File: src/sv/heat_stencil_sweep_assert.svh
// Assertion macros shared by the heat stencil sweep RTL.
`ifndef HEAT_STENCIL_SWEEP_ASSERT_SVH
`define HEAT_STENCIL_SWEEP_ASSERT_SVH

`ifndef SYNTHESIS
// Same-cycle implication, checked at every rising edge outside reset.
`define HSS_ASSERT_NOW(lbl, clk, rst_n, ante, cons, msg) \
    lbl: assert property (@(posedge clk) disable iff (!rst_n) (ante) |-> (cons)) \
        else $error(msg);
// Next-cycle implication, checked at every rising edge outside reset.
`define HSS_ASSERT_NEXT(lbl, clk, rst_n, ante, cons, msg) \
    lbl: assert property (@(posedge clk) disable iff (!rst_n) (ante) |=> (cons)) \
        else $error(msg);
`else
`define HSS_ASSERT_NOW(lbl, clk, rst_n, ante, cons, msg)
`define HSS_ASSERT_NEXT(lbl, clk, rst_n, ante, cons, msg)
`endif

`endif

File: src/sv/hss_pkg.sv
// Shared constants and types for the heat stencil sweep.
package hss_pkg;

    // Temperatures are unsigned Q16.8.
    localparam int TEMP_BITS         = 24;
    localparam int MAX_WIDTH_DEFAULT = 256;
    localparam int MAX_HEIGHT        = 256;
    localparam int SIZE_BITS         = 9;
    localparam int COEF_BITS         = 16;
    localparam int POS_BITS          = 8;
    localparam int FRAC_BITS         = 16;

    // Laplacian term w + e - 2c needs two extra bits and a sign bit.
    localparam int LAP_BITS  = TEMP_BITS + 3;
    localparam int PROD_BITS = LAP_BITS + COEF_BITS + 1;

    localparam logic [TEMP_BITS-1:0] TEMP_MAX = '1;

    typedef logic [TEMP_BITS-1:0] temp_t;

    // Configuration as seen by the datapath, sizes already clamped.
    typedef struct packed {
        logic [SIZE_BITS-1:0] wd;
        logic [SIZE_BITS-1:0] ht;
        logic [COEF_BITS-1:0] coef_x;
        logic [COEF_BITS-1:0] coef_y;
        logic                 src_en;
        logic [POS_BITS-1:0]  src_row;
        logic [POS_BITS-1:0]  src_col;
        temp_t                src_val;
    } hss_cfg_t;

    // One five-point window plus the flags of the cell it belongs to.
    typedef struct packed {
        temp_t               north;
        temp_t               west;
        temp_t               centre;
        temp_t               east;
        temp_t               south;
        logic                border;
        logic                src;
        logic                last;
        logic [POS_BITS-1:0] row;
        logic [POS_BITS-1:0] col;
    } hss_win_t;

endpackage

File: src/sv/hss_regs.sv
// Configuration register file with APB-style access and size clamping.
module hss_regs
    import hss_pkg::*;
#(
    parameter int MAX_WIDTH = MAX_WIDTH_DEFAULT
) (
    input  logic        clk,
    input  logic        rst_n,
    input  logic        psel,
    input  logic        penable,
    input  logic        pwrite,
    input  logic [4:0]  paddr,
    input  logic [31:0] pwdata,
    output logic [31:0] prdata,
    output logic        pready,
    output hss_cfg_t    cfg
);

    localparam logic [2:0] REG_GRID_WIDTH  = 3'd0;
    localparam logic [2:0] REG_GRID_HEIGHT = 3'd1;
    localparam logic [2:0] REG_COEF_X      = 3'd2;
    localparam logic [2:0] REG_COEF_Y      = 3'd3;
    localparam logic [2:0] REG_SRC_ENABLE  = 3'd4;
    localparam logic [2:0] REG_SRC_ROW     = 3'd5;
    localparam logic [2:0] REG_SRC_COL     = 3'd6;
    localparam logic [2:0] REG_SRC_VALUE   = 3'd7;

    localparam logic [SIZE_BITS-1:0] SIZE_RESET  = SIZE_BITS'(256);
    localparam logic [SIZE_BITS-1:0] SIZE_MIN    = SIZE_BITS'(3);
    localparam temp_t                SRC_RESET   = TEMP_BITS'(102400);

    logic [SIZE_BITS-1:0] grid_width_reg;
    logic [SIZE_BITS-1:0] grid_height_reg;
    logic [COEF_BITS-1:0] coef_x_reg;
    logic [COEF_BITS-1:0] coef_y_reg;
    logic                 src_en_reg;
    logic [POS_BITS-1:0]  src_row_reg;
    logic [POS_BITS-1:0]  src_col_reg;
    temp_t                src_val_reg;

    logic       wr_en;
    logic [2:0] reg_idx;

    assign pready  = 1'b1;
    assign wr_en   = psel && penable && pwrite;
    assign reg_idx = paddr[4:2];

    // Register writes complete in the access cycle.
    always_ff @(posedge clk or negedge rst_n)
    begin
        if (!rst_n)
        begin
            grid_width_reg  <= SIZE_RESET;
            grid_height_reg <= SIZE_RESET;
            coef_x_reg      <= '0;
            coef_y_reg      <= '0;
            src_en_reg      <= 1'b0;
            src_row_reg     <= '0;
            src_col_reg     <= '0;
            src_val_reg     <= SRC_RESET;
        end
        else if (wr_en)
        begin
            unique case (reg_idx)
                REG_GRID_WIDTH:  grid_width_reg  <= pwdata[SIZE_BITS-1:0];
                REG_GRID_HEIGHT: grid_height_reg <= pwdata[SIZE_BITS-1:0];
                REG_COEF_X:      coef_x_reg      <= pwdata[COEF_BITS-1:0];
                REG_COEF_Y:      coef_y_reg      <= pwdata[COEF_BITS-1:0];
                REG_SRC_ENABLE:  src_en_reg      <= pwdata[0];
                REG_SRC_ROW:     src_row_reg     <= pwdata[POS_BITS-1:0];
                REG_SRC_COL:     src_col_reg     <= pwdata[POS_BITS-1:0];
                REG_SRC_VALUE:   src_val_reg     <= pwdata[TEMP_BITS-1:0];
                default:         ;
            endcase
        end
    end

    // Read data mux.
    always_comb
    begin
        unique case (reg_idx)
            REG_GRID_WIDTH:  prdata = 32'(grid_width_reg);
            REG_GRID_HEIGHT: prdata = 32'(grid_height_reg);
            REG_COEF_X:      prdata = 32'(coef_x_reg);
            REG_COEF_Y:      prdata = 32'(coef_y_reg);
            REG_SRC_ENABLE:  prdata = 32'(src_en_reg);
            REG_SRC_ROW:     prdata = 32'(src_row_reg);
            REG_SRC_COL:     prdata = 32'(src_col_reg);
            REG_SRC_VALUE:   prdata = 32'(src_val_reg);
            default:         prdata = '0;
        endcase
    end

    // Grid sizes are clamped to the range the line buffers support.
    always_comb
    begin
        priority if (grid_width_reg < SIZE_MIN)
        begin
            cfg.wd = SIZE_MIN;
        end
        else if (32'(grid_width_reg) > MAX_WIDTH)
        begin
            cfg.wd = SIZE_BITS'(MAX_WIDTH);
        end
        else
        begin
            cfg.wd = grid_width_reg;
        end

        priority if (grid_height_reg < SIZE_MIN)
        begin
            cfg.ht = SIZE_MIN;
        end
        else if (32'(grid_height_reg) > MAX_HEIGHT)
        begin
            cfg.ht = SIZE_BITS'(MAX_HEIGHT);
        end
        else
        begin
            cfg.ht = grid_height_reg;
        end

        cfg.coef_x  = coef_x_reg;
        cfg.coef_y  = coef_y_reg;
        cfg.src_en  = src_en_reg;
        cfg.src_row = src_row_reg;
        cfg.src_col = src_col_reg;
        cfg.src_val = src_val_reg;
    end

endmodule

File: config.mk
export PLATFORM = sky130hd
export DESIGN_NAME = hss_regs
export DESIGN_NICKNAME = d
export VERILOG_FILES = /design/src/sv/heat_stencil_sweep_assert.svh /design/src/sv/hss_pkg.sv /design/src/sv/hss_regs.sv
export SDC_FILE = /design/constraint.sdc
export NUM_CORES = 1
export LEC_CHECK = 0
export ABC_AREA = 1
export BUFFER_PORTS_ARGS = -buffer_cell sky130_fd_sc_hd__buf_4
export CAP_MARGIN = 20
export CORE_MARGIN = 2
export CORE_UTILIZATION = 40
export DETAILED_ROUTE_END_ITERATION = 12
export PLACE_DENSITY = 0.79
export SLEW_MARGIN = 0
export SYNTH_ARGS = -nofsm -noshare
export SYNTH_HDL_FRONTEND = slang
export SYNTH_SLANG_ARGS = --single-unit
export TNS_END_PERCENT = 1
File: constraint.sdc
create_clock -name clk -period 1.5 [get_ports clk]
set_input_delay 0.3 -clock clk [delete_from_list [all_inputs] [get_ports clk]]
set_output_delay 0.3 -clock clk [all_outputs]
set_load 0.01 [all_outputs]
==> metrics <==
root buf cell=clkbuf_16; setup ws final=-0.195 ns; mapped cell area=4620 µm²; result of the run=complete, but fails checks; CTS sink count=91; Initial Util=0.408; die area=12400 µm²; Synth Area per Inst=8.23 µm²; Starting DRT DRC Count=301; Final Setup Violations=23; Max clock buf depth=2; final hold violations=0; drc violations=0; peak supply drop=0.777 mV; Worst path max stage delay=0.41 ns; Non-Filler Instances=871; H-tree levels=3; crit path cell chain=nor2_1, nand3_2, nor2_4, nor2_4, nor2_1, buf_4; Die W=111 µm; Core Footprint=11300 µm²; Final ANT Viol Nets=0; failing checks=setup timing; fin crit share=1.13; vias in the first global route=4362; WL final=14100 µm; Worst path slowest cell=dfrtp_1; critical path's top delay family=simple AND/OR/NAND/NOR gates; Max-Cap Viols=0; die height=111 µm; Ys Warns=0; Final Wtd Congestion=0.921; fin. max-slew vios=0; FILL cells=993; CP Data Arrival Time=1.39 ns; Placed Cells=849; Crit Path Category=reg -> out; cts bufs inserted=9; Worst-Skew Late Latency=0.34 ns; Synth cell types=28; Critical Path RT=1.20 ns; Mapped Cells=561; Reg clk slew, reported paths=0.07 ns; Startpoint Class=register; leak pwr=3.38 nW; dpl hpwl=10300 µm; worst-path maximum fanout=5; Power Density=1270 nW/µm²; Net count, final=765; Hold Crit Class=in -> reg; input/output buffers=146; GRT Residual Overflow=0; register area share after synthesis=0.495; layout cells sized above 1=0.360; worst path bufs/invs=1; placed cell areas=6030 µm²; largest net degree at the start of global routing=33; max reg flops=24; via/cell ratio=5.15; area growth from synthesis to layout=40.3%; Tot GR Track Use=0.227; register bit count reported by yosys=91; Avg WL per Cell=16.1 µm; DR vias=4487; FP Rows=39; element type at the critical path end=primary output; Clock Skew=0 ns; Pre-antenna DRT Iters=5; TritonCTS clock tree=built; # IOs=166; Period minus WS final=1.69 ns; maximum clock frequency=590 MHz; initial antenna violation count=0; first-pass GRT wire length=22600 µm; RSZ-0062 raised after global routing=yes; final instance area=6470 µm²; ANT cells=0
[final timing paths]
path,cells after the start,start,to,slack (ns)
setup / recovery,6,grid_height_reg[6],cfg[76],-0.19
hold / removal,3,pwdata[5],src_row_reg[5],0.18
setup reg to reg,2,grid_height_reg[8],grid_height_reg[8],0.65
hold reg to reg,2,src_val_reg[16],src_val_reg[16],0.49
max in group asynchronous,3,rst_n,coef_x_reg[5],0.51
min in group asynchronous,2,rst_n,src_val_reg[11],0.43
[power breakdown]
group | leakage, nW | switching, mW | internal (mW)
clock network | 0.143 | 0.941 | 1.34
logic | 2.11 | 1.33 | 1.25
registers | 1.13 | 0.439 | 2.95
[Yosys cell counts]
master	n	area, µm²
nand2_1	128	480
dfrtp_1	86	2150
nor2_1	78	293
inv_1	50	188
nand4_1	37	231
o21ai_1	31	155
o21ai_0	28	140
a21oi_1	20	100
nand3_1	19	95.1
o21ai_2	16	140
buf_4	13	97.6
buf_6	11	124
clkbuf_1	6	22.5
buf_2	5	25.0
dfstp_2	5	131
buf_1	4	15.0
inv_2	3	11.3
nand2_4	3	33.8
nand3_2	3	30.0
nor3_4	3	48.8
conb_1	2	7.51
inv_4	2	12.5
nand2_2	2	12.5
nand3_4	2	35.0
inv_6	1	8.76
nor2_2	1	6.26
nor2_4	1	11.3
o31ai_1	1	7.51
[worst register-to-register path: cells and delay by family, from the launching register on]
family,cells,cell delay (ns)
flops,1,0.62
compound gates,1,0.08
simple gates,1,0.07
[placed cells by master (no fill, tap or decap), drive strengths merged, types with 2 or more instances in the layout]
master and instances:
nor3 3, a21oi 20, inv 56, o21ai 75, clkinv 2, nor2 80, nand4 37, buf 182
nand2 133, clkbuf 12, dfrtp 86, dfstp 5, conb 9, nand3 24
[final cells by class]
class | instances | area, µm² | area share
sequential | 91 | 2280 | 0.353
multi-input combinational | 382 | 1930 | 0.298
timing repair buffer | 183 | 1560 | 0.241
clock buffer | 12 | 246 | 0.0381
inverter | 56 | 223 | 0.0344
tap | 143 | 179 | 0.0276
clock inverter | 4 | 51.3 | 0.00792
[repair_timing]
| action | CTS | global route |
|---|---|---|
| hold endpoints to repair | 23 | 0 |
| buffers inserted | 5 | 0 |
| cloned | 0 | 0 |
| endpoints found under the setup margin | 31 | 32 |
| resized for setup | 19 | 14 |
| pin swaps | 8 | 7 |
| hold buffers | 1 | 0 |
[metal layers]
layer / share of wire / up-vias / track usage
met4: 0.022 / 0 / 0.0823
li1: - / 2131 / -
met1: 0.42 / 2128 / 0.299
met2: 0.48 / 203 / 0.371
met5: 0 / - / 0
met3: 0.078 / 25 / 0.0533
[kinds of logic (layout without fill, tap and decap cells)]
family                 after synthesis  in the layout  synth area share
other                                2              9           0.00163
AND/OR/NAND/NOR                    277            277             0.277
flip-flops                          91             91             0.495
buffers and inverters               95            255             0.109
AO/OA/AOI/OAI                       96             96             0.118
[stage by stage]
stage | setup WS, ns | hold slack (ns) | util | power, mW | setup TNS [ns]
global placement | -0.132 | 0.250 | 0.532 | 5.78 | -3.47
global route | -0.281 | 0.202 | 0.572 | 8.65 | -4.99
finish | -0.195 | 0.179 | 0.572 | 8.25 | -3.32
floorplan | 0.0408 | 0.00441 | - | 4.47 | 0
CTS | -0.184 | 0.177 | 0.567 | 8.21 | -3.10
detailed placement | -0.167 | 0.255 | 0.532 | 5.86 | -4.29
Power figures use the tool's default switching activity.
