**src/sv/heat_stencil_sweep_assert.svh**
```systemverilog
// Assertion macros shared by the heat stencil sweep RTL.
`ifndef HEAT_STENCIL_SWEEP_ASSERT_SVH
`define HEAT_STENCIL_SWEEP_ASSERT_SVH

`ifndef SYNTHESIS
// Same-cycle implication, checked at every rising edge outside reset.
`define HSS_ASSERT_NOW(lbl, clk, rst_n, ante, cons, msg) \
    lbl: assert property (@(posedge clk) disable iff (!rst_n) (ante) |-> (cons)) \
        else $error(msg);
// Next-cycle implication, checked at every rising edge outside reset.
`define HSS_ASSERT_NEXT(lbl, clk, rst_n, ante, cons, msg) \
    lbl: assert property (@(posedge clk) disable iff (!rst_n) (ante) |=> (cons)) \
        else $error(msg);
`else
`define HSS_ASSERT_NOW(lbl, clk, rst_n, ante, cons, msg)
`define HSS_ASSERT_NEXT(lbl, clk, rst_n, ante, cons, msg)
`endif

`endif

```
**src/sv/hss_pkg.sv**
```systemverilog
// Shared constants and types for the heat stencil sweep.
package hss_pkg;

    // Temperatures are unsigned Q16.8.
    localparam int TEMP_BITS         = 24;
    localparam int MAX_WIDTH_DEFAULT = 256;
    localparam int MAX_HEIGHT        = 256;
    localparam int SIZE_BITS         = 9;
    localparam int COEF_BITS         = 16;
    localparam int POS_BITS          = 8;
    localparam int FRAC_BITS         = 16;

    // Laplacian term w + e - 2c needs two extra bits and a sign bit.
    localparam int LAP_BITS  = TEMP_BITS + 3;
    localparam int PROD_BITS = LAP_BITS + COEF_BITS + 1;

    localparam logic [TEMP_BITS-1:0] TEMP_MAX = '1;

    typedef logic [TEMP_BITS-1:0] temp_t;

    // Configuration as seen by the datapath, sizes already clamped.
    typedef struct packed {
        logic [SIZE_BITS-1:0] wd;
        logic [SIZE_BITS-1:0] ht;
        logic [COEF_BITS-1:0] coef_x;
        logic [COEF_BITS-1:0] coef_y;
        logic                 src_en;
        logic [POS_BITS-1:0]  src_row;
        logic [POS_BITS-1:0]  src_col;
        temp_t                src_val;
    } hss_cfg_t;

    // One five-point window plus the flags of the cell it belongs to.
    typedef struct packed {
        temp_t               north;
        temp_t               west;
        temp_t               centre;
        temp_t               east;
        temp_t               south;
        logic                border;
        logic                src;
        logic                last;
        logic [POS_BITS-1:0] row;
        logic [POS_BITS-1:0] col;
    } hss_win_t;

endpackage

```
**src/sv/hss_update.sv**
```systemverilog
// Stencil arithmetic pipeline: Laplacians, coefficient products, rounding.
`include "heat_stencil_sweep_assert.svh"

module hss_update
    import hss_pkg::*;
(
    input  logic                clk,
    input  logic                rst_n,
    input  hss_cfg_t            cfg,
    input  logic                win_valid,
    output logic                win_stall,
    input  hss_win_t            win,
    output logic                result_valid,
    input  logic                result_stall,
    output temp_t               new_temp,
    output logic [POS_BITS-1:0] out_row,
    output logic [POS_BITS-1:0] out_col,
    output logic                frame_last
);

    localparam int SUM_BITS   = PROD_BITS + 1;
    localparam int DELTA_BITS = SUM_BITS - FRAC_BITS;
    localparam int RES_BITS   = DELTA_BITS + 1;
    localparam logic signed [SUM_BITS-1:0] ROUND_HALF = SUM_BITS'(2 ** (FRAC_BITS - 1));

    typedef struct packed {
        temp_t               centre;
        logic                border;
        logic                src;
        logic                last;
        logic [POS_BITS-1:0] row;
        logic [POS_BITS-1:0] col;
    } side_t;

    logic                        a_valid_reg, b_valid_reg, out_valid_reg;
    side_t                       side_a_reg, side_b_reg;
    logic signed [LAP_BITS-1:0]  lx_reg, ly_reg;
    logic signed [PROD_BITS-1:0] px_reg, py_reg;
    temp_t                       new_temp_reg;
    logic [POS_BITS-1:0]         out_row_reg, out_col_reg;
    logic                        frame_last_reg;

    logic                         out_ready, b_ready, a_ready;
    logic                         a_load, b_load, out_load;
    side_t                        side_in;
    logic signed [LAP_BITS-1:0]   lx_next, ly_next;
    logic signed [PROD_BITS-1:0]  px_next, py_next;
    logic signed [SUM_BITS-1:0]   sum;
    logic signed [DELTA_BITS-1:0] delta;
    logic signed [RES_BITS-1:0]   res;
    temp_t                        sat;
    temp_t                        result;

    // Stage handshakes: a stage loads when it is empty or drains.
    assign out_ready = !out_valid_reg || !result_stall;
    assign b_ready   = !b_valid_reg || out_ready;
    assign a_ready   = !a_valid_reg || b_ready;
    assign win_stall = !a_ready;
    assign a_load    = win_valid && a_ready;
    assign b_load    = a_valid_reg && b_ready;
    assign out_load  = b_valid_reg && out_ready;

    // Laplacian terms along each axis.
    always_comb
    begin
        side_in.centre = win.centre;
        side_in.border = win.border;
        side_in.src    = win.src;
        side_in.last   = win.last;
        side_in.row    = win.row;
        side_in.col    = win.col;
        lx_next = LAP_BITS'(win.west) + LAP_BITS'(win.east) - (LAP_BITS'(win.centre) << 1);
        ly_next = LAP_BITS'(win.north) + LAP_BITS'(win.south) - (LAP_BITS'(win.centre) << 1);
    end

    // One signed multiply per axis.
    always_comb
    begin
        px_next = lx_reg * $signed({1'b0, cfg.coef_x});
        py_next = ly_reg * $signed({1'b0, cfg.coef_y});
    end

    // Sum, round half up, add to the centre and saturate; source and border cells override it.
    always_comb
    begin
        sum   = SUM_BITS'(px_reg) + SUM_BITS'(py_reg) + ROUND_HALF;
        delta = sum[SUM_BITS-1:FRAC_BITS];
        res   = RES_BITS'(delta) + RES_BITS'({1'b0, side_b_reg.centre});
        priority if (res < 0)
        begin
            sat = '0;
        end
        else if (res > $signed(RES_BITS'({1'b0, TEMP_MAX})))
        begin
            sat = TEMP_MAX;
        end
        else
        begin
            sat = res[TEMP_BITS-1:0];
        end

        priority if (side_b_reg.src)
        begin
            result = cfg.src_val;
        end
        else if (side_b_reg.border)
        begin
            result = side_b_reg.centre;
        end
        else
        begin
            result = sat;
        end
    end

    always_ff @(posedge clk or negedge rst_n)
    begin
        if (!rst_n)
        begin
            a_valid_reg   <= 1'b0;
            b_valid_reg   <= 1'b0;
            out_valid_reg <= 1'b0;
        end
        else
        begin
            if (a_ready)
            begin
                a_valid_reg <= win_valid;
            end
            if (b_ready)
            begin
                b_valid_reg <= a_valid_reg;
            end
            if (out_ready)
            begin
                out_valid_reg <= b_valid_reg;
            end
        end
    end

    // Payload registers of the three stages.
    always_ff @(posedge clk)
    begin
        if (a_load)
        begin
            side_a_reg <= side_in;
            lx_reg     <= lx_next;
            ly_reg     <= ly_next;
        end
        if (b_load)
        begin
            side_b_reg <= side_a_reg;
            px_reg     <= px_next;
            py_reg     <= py_next;
        end
        if (out_load)
        begin
            new_temp_reg   <= result;
            out_row_reg    <= side_b_reg.row;
            out_col_reg    <= side_b_reg.col;
            frame_last_reg <= side_b_reg.last;
        end
    end

    assign result_valid = out_valid_reg;
    assign new_temp     = new_temp_reg;
    assign out_row      = out_row_reg;
    assign out_col      = out_col_reg;
    assign frame_last   = frame_last_reg;

    // The last cell of a frame always sits in the last column and is flagged as border.
    `HSS_ASSERT_NOW(a_last_is_border, clk, rst_n, b_valid_reg && side_b_reg.last, side_b_reg.border, "last cell not flagged as border")
    // A forced source cell shows the source temperature.
    `HSS_ASSERT_NEXT(a_src_forced, clk, rst_n, out_load && side_b_reg.src, new_temp_reg == $past(cfg.src_val), "source cell not forced")
    // Border cells pass through unchanged.
    `HSS_ASSERT_NEXT(a_border_pass, clk, rst_n, out_load && side_b_reg.border && !side_b_reg.src, new_temp_reg == $past(side_b_reg.centre), "border cell changed")
    // Zero Laplacians leave an interior cell unchanged after rounding.
    `HSS_ASSERT_NEXT(a_flat_keeps, clk, rst_n, out_load && px_reg == '0 && py_reg == '0 && !side_b_reg.src, new_temp_reg == $past(side_b_reg.centre), "flat cell changed")

endmodule

```
**config.mk**
```make
export PLATFORM = sky130hd
export DESIGN_NAME = hss_update
export DESIGN_NICKNAME = d
export VERILOG_FILES = /design/src/sv/hss_pkg.sv /design/src/sv/hss_update.sv
export VERILOG_INCLUDE_DIRS = /design/src /design/src/sv
export SDC_FILE = /design/constraint.sdc
export NUM_CORES = 2
export LEC_CHECK = 0
export BUFFER_PORTS_ARGS = -buffer_cell sky130_fd_sc_hd__buf_2
export CORE_UTILIZATION = 50
export CTS_CLUSTER_SIZE = 30
export DETAILED_ROUTE_END_ITERATION = 8
export GPL_TIMING_DRIVEN = 0
export PLACE_DENSITY = 0.66
export SLEW_MARGIN = 40
export SYNTH_ARGS = -nofsm -noshare
export SYNTH_HDL_FRONTEND = slang
export SYNTH_SLANG_ARGS = --single-unit
```
**constraint.sdc**
```tcl
create_clock -name clk -period 7.6 [get_ports clk]
set_input_delay 0.76 -clock clk [delete_from_list [all_inputs] [get_ports clk]]
set_output_delay 0.76 -clock clk [all_outputs]
set_load 0.005 [all_outputs]
```
==> results.py <==
metrics = {
    "outcome": {
        "outcome": "finished, final reports clean",
    },
    "floorplan": {
        "dieHeight_um": 303.1,
        "dieArea_um2": 91870,
        "placementRows": 110,
        "die_w_um": 303.1,
        "coreArea_um2": 89870,
        "initial_core_util_pct": 50.44,
        "io-pin-count": 277,
    },
    "logic_synthesis": {
        "synth_area_um2": 45330,
        "ys_async_sr_fraction_pct": 1.119,
        "ys_seq_elements": 268,
        "mappedNetlistNets": 6125,
        "ys_warn_count": 0,
        "synth_edf_count": 265,
        "synth_cell_types": 71,
        "synth_ff_type": "edfxtp_1",
        "syn_area_per_cell_um2": 9.720,
        "syn_inst": 4664,
        "yosysSeqAreaShare_pct": 17.72,
    },
    "final_layout": {
        "area_delta_synth_final_pct": 9.119,
        "drive_above_1_share_pct": 8.129,
        "final_common_cell": "inv_1",
        "final_nets": 6405,
        "final_cell_mix": "inv_1, fa_1, nand2_1",
        "seqCellArea_um2": 8033,
        "multi_input_area_um2": 32500,
        "n_fill_cell": 8099,
    },
    "critical_path": {
        "crit_required_ns": 7.89,
        "worst-setup-path-type": "input pin to register",
        "crit_path_start_kind": "input pin",
        "ff2ff_setup_slack_ns": 0.30,
        "worstReg2RegStart": "ly_reg[11]",
        "critPathCaptureType": "register",
        "crit_path_max_fanout": 10,
        "r2r_cells": 23,
        "worst_ep_arrival_time_ns": 7.63,
        "worstReg2RegEnd": "py_reg[41]",
    },
    "timing": {
        "fin_crit_ns": 7.340,
        "setup-violations-final": 0,
        "max_freq_ghz": 0.1362,
        "slew_viol_final": 0,
        "fin_crit_sh_pct": 96.57,
        "hold_violations": 0,
        "tns_ns": 0,
        "relSlewSlack_pct": 46.15,
        "finClkSkew_ns": 0.04204,
        "worstMarginPinSlew_ns": 0.8042,
    },
    "global_routing": {
        "grt_overflow": 0,
        "antenna_found_initial": 6,
        "grt_max_degree": 44,
        "grt_busiest_layer": "met2",
        "grt_usage_pct": 27.54,
        "use_met3_pct": 5.212,
        "use_met1_pct": 37.48,
        "grt_pass1_vias": 34219,
        "grt_pass1_wl_um": 190600,
        "met2_usage_pct": 44.91,
    },
    "routing": {
        "drtPass1Iterations": 5,
        "antenna_left": 0,
        "vias": 32701,
        "detail_route.wl_per_cell_um": 19.66,
        "drcViolationCount": 0,
        "drtIter0Drc": 2266,
        "viasPerCell": 5.319,
        "wl_um": 120900,
    },
    "clock_network": {
        "max-clock-path-buffers": 3,
        "root_buffer": "clkbuf_16",
        "cts_sinks": 268,
        "htreeDepth": 2,
        "numCtsBuffers": 35,
        "cts_tree": "done",
        "clkLatencyLatePin_ns": 0.58,
        "clk_pin_slew_worst_paths_ns": 0.06,
    },
    "place": {
        "place_hpwl_um": 102800,
        "io_buffer_count": 225,
        "gp_congestion": 0.9382,
    },
    "worst_hold_path": {
        "whs_path_depth": 1,
        "hp-class": "input pin to register",
        "hold_end": "side_a_reg[18]",
        "min_from": "win[18]",
    },
    "flow_run": {
        "maxCapViolCount": 0,
    },
}
-- worst max path at each step --
stage                from         end  slack (ns)
3_3_place_gp      cfg[49]  py_reg[37]        -1.0
4_1_cts        ly_reg[15]  py_reg[37]       0.009
3_5_place_dp      cfg[49]  py_reg[37]       -1.05
2_1_floorplan     cfg[46]  py_reg[37]        0.55
6_report          cfg[62]  px_reg[42]        0.26
5_1_grt        ly_reg[15]  py_reg[39]       -0.03
-- through the flow --
step,setup slack (ns),area [um2],instances,utilization [%],hold slack (ns)
after floorplan,0.5511,45330,4664,-,0.4003
after global placement,-0.9994,47930,6065,53.33,0.4003
after detailed placement,-1.047,48090,6073,53.51,0.4045
after CTS,0.008527,49330,6137,54.89,0.3304
after global routing,-0.03131,49460,6146,55.03,0.3390
final,0.2605,49470,6148,55.04,0.3522
-- layer usage --
metal  routed length, um  share of wire (%)
met2               56420                 47
met3                9880                8.2
met5                   0                  0
met1               50370                 42
met4                4225                3.5
-- critical path, cell delays in order --
cell and delay, ns:
clkbuf_2 0.30, clkbuf_1 0.59, nand2_1 0.17, fa_1 0.56
inv_1 0.05, fa_1 0.47, inv_1 0.05, fa_1 0.48
fa_1 0.55, fa_1 0.50, inv_1 0.05, fa_1 0.43
ha_1 0.27, clkbuf_1 0.20, a21oi_1 0.27, o22ai_1 0.11
o21ai_1 0.12, nand2b_1 0.09, a21o_1 0.18, a21o_1 0.19
or3_1 0.32, o221a_2 0.30, a221o_1 0.33, a21oi_1 0.17
xnor2_1 0.08
-- cells in the mapped netlist (7+ instances only) --
cell type  instances  area [um2]
inv_1           1131        4245
fa_1             857       17160
nand2_1          583        2188
ha_1             370        4629
and2_1           332        2077
edfxtp_1         265        7958
a21oi_1          165       825.8
clkbuf_1         143       536.8
xnor2_1          121        1060
nor2_1           102       382.9
a21o_1            76       570.6
o21ai_0           70       350.3
xor2_1            48       420.4
o21a_1            33       247.7
nand2b_1          27       168.9
o31ai_1           27       202.7
nor2b_1           26       162.7
nor3_1            26       130.1
nand3_1           25       125.1
a31oi_1           24       150.1
a2bb2oi_1         22       192.7
o21bai_1          18       135.1
and3_1            16       100.1
nand4_1           15       93.84
or3_1             13       81.33
a211oi_1          12       90.09
o211ai_1           9       67.56
a21boi_0           8       60.06
and4_1             7       61.31
buf_2              7       35.03
o21ai_1            7       35.03
-- logic make-up after synthesis --
kind of cell / synth area share [%]
compound gates: 7.546
xor+xnor: 3.265
fa+ha+maj: 48.06
buf+inv: 10.70
flops: 17.72
mux: 0.04692
simple gates: 12.66
-- area by class of cell --
cell class | instances | share of cell area, %
antenna | 2 | 0.01012
buffer | 152 | 1.373
clock buffer | 38 | 1.814
clock inverter | 25 | 0.5818
inverter | 1132 | 8.590
multi-input combinational | 3111 | 65.70
sequential | 268 | 16.24
tap | 1176 | 2.975
timing repair buffer | 244 | 2.722
-- timing repair --
action                                  CTS  global route
hold buffers                              1             0
buffers inserted                          0            10
pin swaps                                 0             2
gates resized for setup                  27            82
hold endpoints to repair                  3             0
endpoints found under the setup margin   14            16
Power is not shown: default switching activity piles up to over one toggle a cycle in this logic, so the estimate is an artifact.
